### src/deq_pkg.sv
// ----------------------------------------------------------------------------
// deq_pkg
// Shared sizes, codes and index helpers for the double-ended queue.
// ----------------------------------------------------------------------------
package deq_pkg;

  localparam int DEPTH  = 16;
  localparam int IDX_W  = $clog2(DEPTH);
  localparam int CNT_W  = $clog2(DEPTH + 1);
  localparam int DATA_W = 32;
  localparam int MODE_W = 3;
  localparam int STAT_W = 2;

  typedef logic [IDX_W-1:0]  idx_t;
  typedef logic [CNT_W-1:0]  cnt_t;
  typedef logic [DATA_W-1:0] data_t;

  localparam idx_t LAST_IDX = IDX_W'(DEPTH - 1);
  localparam cnt_t FULL_CNT = CNT_W'(DEPTH);

  typedef enum logic [MODE_W-1:0] {
    MODE_PUSH_FRONT = 3'd0,
    MODE_PUSH_BACK  = 3'd1,
    MODE_POP_FRONT  = 3'd2,
    MODE_POP_BACK   = 3'd3,
    MODE_LIST_FWD   = 3'd4,
    MODE_LIST_BWD   = 3'd5
  } mode_t;

  typedef enum logic [STAT_W-1:0] {
    STAT_OK    = 2'd0,
    STAT_EMPTY = 2'd1,
    STAT_FULL  = 2'd2
  } status_t;

  function automatic idx_t idx_next(input idx_t i);
    return (i == LAST_IDX) ? '0 : i + IDX_W'(1);
  endfunction

  function automatic idx_t idx_prev(input idx_t i);
    return (i == '0) ? LAST_IDX : i - IDX_W'(1);
  endfunction

endpackage

### src/double_ended_queue_top.sv
// ----------------------------------------------------------------------------
// double_ended_queue_top
// Bounded double-ended queue of signed 32-bit values in a ring RAM.
// ----------------------------------------------------------------------------
// Each request names push front/back, pop front/back or a listing in either
// direction. Push and pop give one status result (ok, empty, full) and
// stream at one request per cycle while results are taken.
// A listing of n held elements gives n results, the last one marked on
// out_tlast, and keeps in_tready low until its last result is registered,
// also while results are held off: every element goes through the single
// read port of the RAM (ST_RD) and its registered read (ST_WAIT) before it
// reaches the result register. Listing an empty queue gives one empty result.
// Modes six and seven are taken and give no result.
module double_ended_queue_top (
  input  logic                       clk,
  input  logic                       rst_n,
  input  logic                       in_tvalid,
  output logic                       in_tready,
  input  logic [deq_pkg::DATA_W-1:0] in_tdata,  // [31:0] value
  input  logic [deq_pkg::MODE_W-1:0] in_tuser,  // [2:0] mode
  output logic                       out_tvalid,
  input  logic                       out_tready,
  output logic [deq_pkg::DATA_W-1:0] out_tdata, // [31:0] item
  output logic [deq_pkg::STAT_W-1:0] out_tuser, // [1:0] status
  output logic                       out_tlast
);

  import deq_pkg::*;

  typedef enum logic [2:0] {
    ST_IDLE = 3'b001,
    ST_RD   = 3'b010,
    ST_WAIT = 3'b100
  } state_t;

  state_t  state_r, state_nxt;
  idx_t    front_r, front_nxt;
  idx_t    back_r, back_nxt;
  cnt_t    occ_r, occ_nxt;
  idx_t    pos_r, pos_nxt;
  cnt_t    cnt_r, cnt_nxt;
  logic    fwd_r, fwd_nxt;
  logic    ovalid_r, ovalid_nxt;
  data_t   odata_r, odata_nxt;
  status_t ostat_r, ostat_nxt;
  logic    olast_r, olast_nxt;

  logic    o_free;
  logic    accept;
  logic    full;
  logic    empty;
  logic    wr_en;
  idx_t    wr_addr;
  logic    rd_en;
  data_t   rd_data;

  deq_ram #(
    .WIDTH (DATA_W),
    .DEPTH (DEPTH)
  ) u_ram (
    .clk     (clk),
    .wr_en   (wr_en),
    .wr_addr (wr_addr),
    .wr_data (in_tdata),
    .rd_en   (rd_en),
    .rd_addr (pos_r),
    .rd_data (rd_data)
  );

  assign o_free    = !ovalid_r || out_tready;
  assign in_tready = (state_r == ST_IDLE) && o_free;
  assign accept    = in_tvalid && in_tready;
  assign full      = (occ_r == FULL_CNT);
  assign empty     = (occ_r == '0);

  always_comb begin
    state_nxt  = state_r;
    front_nxt  = front_r;
    back_nxt   = back_r;
    occ_nxt    = occ_r;
    pos_nxt    = pos_r;
    cnt_nxt    = cnt_r;
    fwd_nxt    = fwd_r;
    ovalid_nxt = ovalid_r && !out_tready;
    odata_nxt  = odata_r;
    ostat_nxt  = ostat_r;
    olast_nxt  = olast_r;
    wr_en      = 1'b0;
    wr_addr    = back_r;
    rd_en      = 1'b0;

    case (state_r)
      ST_IDLE: begin
        if (accept) begin
          case (mode_t'(in_tuser))
            MODE_PUSH_FRONT, MODE_PUSH_BACK: begin
              ovalid_nxt = 1'b1;
              odata_nxt  = '0;
              olast_nxt  = 1'b1;
              if (full) begin
                ostat_nxt = STAT_FULL;
              end else begin
                ostat_nxt = STAT_OK;
                wr_en     = 1'b1;
                occ_nxt   = occ_r + CNT_W'(1);
                if (mode_t'(in_tuser) == MODE_PUSH_FRONT) begin
                  wr_addr   = idx_prev(front_r);
                  front_nxt = idx_prev(front_r);
                end else begin
                  wr_addr  = back_r;
                  back_nxt = idx_next(back_r);
                end
              end
            end
            MODE_POP_FRONT, MODE_POP_BACK: begin
              ovalid_nxt = 1'b1;
              odata_nxt  = '0;
              olast_nxt  = 1'b1;
              if (empty) begin
                ostat_nxt = STAT_EMPTY;
              end else begin
                ostat_nxt = STAT_OK;
                occ_nxt   = occ_r - CNT_W'(1);
                if (mode_t'(in_tuser) == MODE_POP_FRONT) begin
                  front_nxt = idx_next(front_r);
                end else begin
                  back_nxt = idx_prev(back_r);
                end
              end
            end
            MODE_LIST_FWD, MODE_LIST_BWD: begin
              if (empty) begin
                ovalid_nxt = 1'b1;
                odata_nxt  = '0;
                ostat_nxt  = STAT_EMPTY;
                olast_nxt  = 1'b1;
              end else begin
                fwd_nxt   = (mode_t'(in_tuser) == MODE_LIST_FWD);
                pos_nxt   = (mode_t'(in_tuser) == MODE_LIST_FWD) ? front_r
                                                                 : idx_prev(back_r);
                cnt_nxt   = occ_r;
                state_nxt = ST_RD;
              end
            end
            default: begin
              // unused modes are dropped
            end
          endcase
        end
      end
      ST_RD: begin
        rd_en     = 1'b1;
        state_nxt = ST_WAIT;
      end
      ST_WAIT: begin
        if (o_free) begin
          ovalid_nxt = 1'b1;
          odata_nxt  = rd_data;
          ostat_nxt  = STAT_OK;
          olast_nxt  = (cnt_r == CNT_W'(1));
          cnt_nxt    = cnt_r - CNT_W'(1);
          pos_nxt    = fwd_r ? idx_next(pos_r) : idx_prev(pos_r);
          state_nxt  = (cnt_r == CNT_W'(1)) ? ST_IDLE : ST_RD;
        end
      end
      default: begin
        state_nxt = ST_IDLE;
      end
    endcase
  end

  always_ff @(posedge clk) begin
    if (!rst_n) begin
      state_r  <= ST_IDLE;
      front_r  <= '0;
      back_r   <= '0;
      occ_r    <= '0;
      ovalid_r <= 1'b0;
    end else begin
      state_r  <= state_nxt;
      front_r  <= front_nxt;
      back_r   <= back_nxt;
      occ_r    <= occ_nxt;
      ovalid_r <= ovalid_nxt;
    end
  end

  always_ff @(posedge clk) begin
    pos_r   <= pos_nxt;
    cnt_r   <= cnt_nxt;
    fwd_r   <= fwd_nxt;
    odata_r <= odata_nxt;
    ostat_r <= ostat_nxt;
    olast_r <= olast_nxt;
  end

  assign out_tvalid = ovalid_r;
  assign out_tdata  = odata_r;
  assign out_tuser  = ostat_r;
  assign out_tlast  = olast_r;

endmodule

### src/deq_ram.sv
// ----------------------------------------------------------------------------
// deq_ram
// Generic single-write, single-read RAM with registered read data.
// ----------------------------------------------------------------------------
module deq_ram #(
  parameter int WIDTH = 32,
  parameter int DEPTH = 16
) (
  input  logic                     clk,
  input  logic                     wr_en,
  input  logic [$clog2(DEPTH)-1:0] wr_addr,
  input  logic [WIDTH-1:0]         wr_data,
  input  logic                     rd_en,
  input  logic [$clog2(DEPTH)-1:0] rd_addr,
  output logic [WIDTH-1:0]         rd_data
);

  logic [WIDTH-1:0] mem [DEPTH];

  always_ff @(posedge clk) begin
    if (wr_en) begin
      mem[wr_addr] <= wr_data;
    end
  end

  // read data holds until the next read
  always_ff @(posedge clk) begin
    if (rd_en) begin
      rd_data <= mem[rd_addr];
    end
  end

endmodule

### config.mk
export PLATFORM = sky130hd
export DESIGN_NAME = double_ended_queue_top
export DESIGN_NICKNAME = d
export VERILOG_FILES = /design/src/deq_pkg.sv /design/src/double_ended_queue_top.sv /design/src/deq_ram.sv
export SDC_FILE = /design/constraint.sdc
export NUM_CORES = 1
export LEC_CHECK = 0
export BUFFER_PORTS_ARGS = -buffer_cell sky130_fd_sc_hd__buf_2
export CORE_MARGIN = 1.5
export CORE_UTILIZATION = 50
export DETAILED_ROUTE_END_ITERATION = 12
export PLACE_DENSITY = 0.78
export SLEW_MARGIN = 5
export SYNTH_ARGS = -nofsm -noshare
export SYNTH_HDL_FRONTEND = slang
export SYNTH_SLANG_ARGS = --single-unit
### constraint.sdc
create_clock -name clk -period 3.7 [get_ports clk]
set_input_delay 0.185 -clock clk [delete_from_list [all_inputs] [get_ports clk]]
set_output_delay 0.185 -clock clk [all_outputs]
set_load 0.05 [all_outputs]
==> results.sh <==
export IMPL_finalSetupViolCount=0
export IMPL_cts_buffers_inserted=55
export IMPL_arrival_ns=3.56
export IMPL_num_vias=12700
export IMPL_place_area_um2=25200
export IMPL_period_share_pct=90.8
export IMPL_maxSlewViolCount=0
export IMPL_num_rows=79
export IMPL_synth_area_um2=23900
export IMPL_synth_distinct_cells=62
export IMPL_fmax_mhz=298
export IMPL_initial_utilization_pct=50.9
export IMPL_tightest_slew_ns=1.14
export IMPL_crit_path_max_fanout=32
export IMPL_finalWorstSetupSlack_ns=0.342
export IMPL_grt_total_usage_pct=21.3
export IMPL_ant_nets=0
export IMPL_netlist_top_cells_area="edfxtp_1, mux4_2, mux2i_1, a221oi_1, dfxtp_1"
export IMPL_tritoncts="built"
export IMPL_async_flop_share_pct=0
export IMPL_syn_instance_count=1302
export IMPL_clk_pin_slew_ns=0.06
export IMPL_min_path_type="primary input to register"
export IMPL_syn2layout_area_growth_pct=13.9
export IMPL_skew_ns=0.0218
export IMPL_leakage_nw=9.19
export IMPL_cts_hold_buf=29
export IMPL_grt_pass1_vias=13100
export IMPL_die_w_um=221
export IMPL_power_density_nw_per_um2=502
export IMPL_syn_nets=1355
export IMPL_dr_pass1_iters=5
export IMPL_peakVddDrop_mv=0.387
export IMPL_clock_sinks=606
export IMPL_synth_avg_cell_area_um2=18.3
export IMPL_synth_seq_area_share_pct=75.6
export IMPL_insertion_delay_ns=0.60
export IMPL_critPathCaptureType="register"
export IMPL_dp_hpwl_mm=30.6
export IMPL_ys_top_cells_by_count="edfxtp_1, mux2i_1, nor2_1"
export IMPL_nets=1480
export IMPL_grt_max_degree=82
export IMPL_cp_start_kind="register"
export IMPL_remaining_drc_errors=0
export IMPL_ys_flop_type="edfxtp_1"
export IMPL_synthMostInstantiatedCell="edfxtp_1"
export IMPL_via_per_inst=6.09
export IMPL_outcome="completed"
export IMPL_period_needed_ns=3.36
export IMPL_pre_cts_ws_ns=0.350
export IMPL_io_pins=76
export IMPL_drive_gt1_share_pct=19.7
export IMPL_hold_viol=0
export IMPL_drtIter0Drc=1332
export IMPL_antenna_found_initial=3
export IMPL_wl_per_cell_um=24.8
export IMPL_post_cts_buffers=0
export IMPL_drt_wl_total_mm=51.5
export IMPL_gr_total_overflow=0
export IMPL_io_buffer_count=75
export IMPL_ys_ff_latch=606
export IMPL_finalWeightedCongestion=0.838
export IMPL_rsz0062_at_grt="false"
export IMPL_critPathRequiredTime_ns=3.91
export IMPL_cts_htree_levels=2
export IMPL_design_area_um2=27200
export IMPL_coreArea_um2=46900
export IMPL_post_cts_resized=0
export IMPL_critical_path_class="register to register"
export IMPL_netlist_area_leader_share_pct=74.1
export IMPL_synth_warning_count=0
export IMPL_grt_pass1_wl_mm=78.6
export IMPL_maxSlewHeadroom_pct=23.7
export IMPL_synth_edf_count=589
export IMPL_dieArea_um2=49000
export IMPL_fp_dieH_um=221
export IMPL_maxCapViolations=0
export IMPL_clock_path_buffers=3
export IMPL_finalSetupTns_ns=0
export IMPL_yosys_area_top_type="edfxtp_1"
export IMPL_root_buffer="clkbuf_16"
layer usage:
metal	global-route usage (%)	wire [um]	share of wire, %
met4	5.81	1040	2.0
met2	33.8	24300	47
met3	5.80	5170	10
met1	29.2	21000	41
met5	0	26	0.050
flip-flops by register name, indices dropped and copies added, names as in the netlist, 3 cells and up:
signal and flops:
u_ram.mem 512, out_tdata 32, u_ram.rd_data 32, cnt_r 5, occ_r 5, back_r 4, front_r 4, pos_r 4
state_r 3
power breakdown:
| group | total [mW] | internal, mW | switching [mW] |
|---|---|---|---|
| registers | 7.63 | 7.59 | 0.0336 |
| clock network | 5.39 | 2.96 | 2.43 |
| logic | 0.634 | 0.190 | 0.445 |
| total | 13.6 | 10.7 | 2.91 |
final timing paths:
| check | start | endpoint | slack (ns) | cells after the start |
|---|---|---|---|---|
| max | front_r[0] | u_ram.mem[5][17] | 0.34 | 6 |
| min | in_tdata[10] | u_ram.mem[12][10] | 0.01 | 1 |
| max reg2reg | front_r[0] | u_ram.mem[5][17] | 0.34 | 6 |
| min reg2reg | u_ram.rd_data[9] | out_tdata[9] | 0.52 | 1 |
critical path: stages (launching register included):
cell	delay, ns
dfxtp_1	0.41
inv_1	0.11
ha_1	0.28
or3b_2	0.46
a31oi_1	0.40
o211ai_2	0.33
nor2_4	0.94
area by class of cell:
| type | instances | area (um^2) |
|---|---|---|
| fillers | 3402 | 19700 |
| diodes | 1 | 2.50 |
| repair buffers | 141 | 1020 |
| multi-input cells | 603 | 5590 |
| well taps | 607 | 759 |
| clock inverters | 35 | 282 |
| flip-flops and latches | 606 | 18000 |
| inverters | 20 | 75.1 |
| clock buffers | 65 | 1410 |
per-stage QoR:
| stage | utilization [%] | hold slack, ns | total power, mW | cells |
|---|---|---|---|---|
| after global routing | 58.0 | 0.0153 | 14.0 | 2077 |
| after CTS | 58.0 | 0.00252 | 13.7 | 2077 |
| after detailed placement | 53.7 | 0.442 | 8.38 | 1948 |
| final | 58.0 | 0.0133 | 13.6 | 2078 |
| after floorplan | - | 0.261 | 8.13 | 1302 |
| after global placement | 53.7 | 0.444 | 8.36 | 1948 |
cells in the final DEF (no fill, tap or decap), types with 4 or more instances in the layout:
cell type / n
buf_2: 75
a31oi_1: 10
nor2_4: 18
o21ai_0: 51
clkbuf_16: 55
dlygate4sd3_1: 29
ha_1: 13
and2_1: 32
xnor2_1: 10
buf_12: 6
inv_1: 19
a21oi_1: 23
nand2b_1: 4
nor2_1: 51
edfxtp_1: 589
clkinv_2: 11
a21o_1: 5
buf_4: 31
a221oi_1: 65
nand2_1: 30
mux2i_1: 134
clkinv_1: 15
dfxtp_1: 17
clkbuf_1: 10
mux4_2: 64
a22oi_1: 33
kinds of logic after synthesis:
group                    Yosys count  synth area share [%]
AND/OR/NAND/NOR                  165                  3.43
buffers and inverters             93                  1.68
AO/OA/AOI/OAI                    213                  6.40
XOR/XNOR                          13                 0.477
flip-flops                       606                  75.6
adder cells (fa/ha/maj)           14                 0.766
multiplexers                     198                  11.7
(Power assumes the default switching activity.)
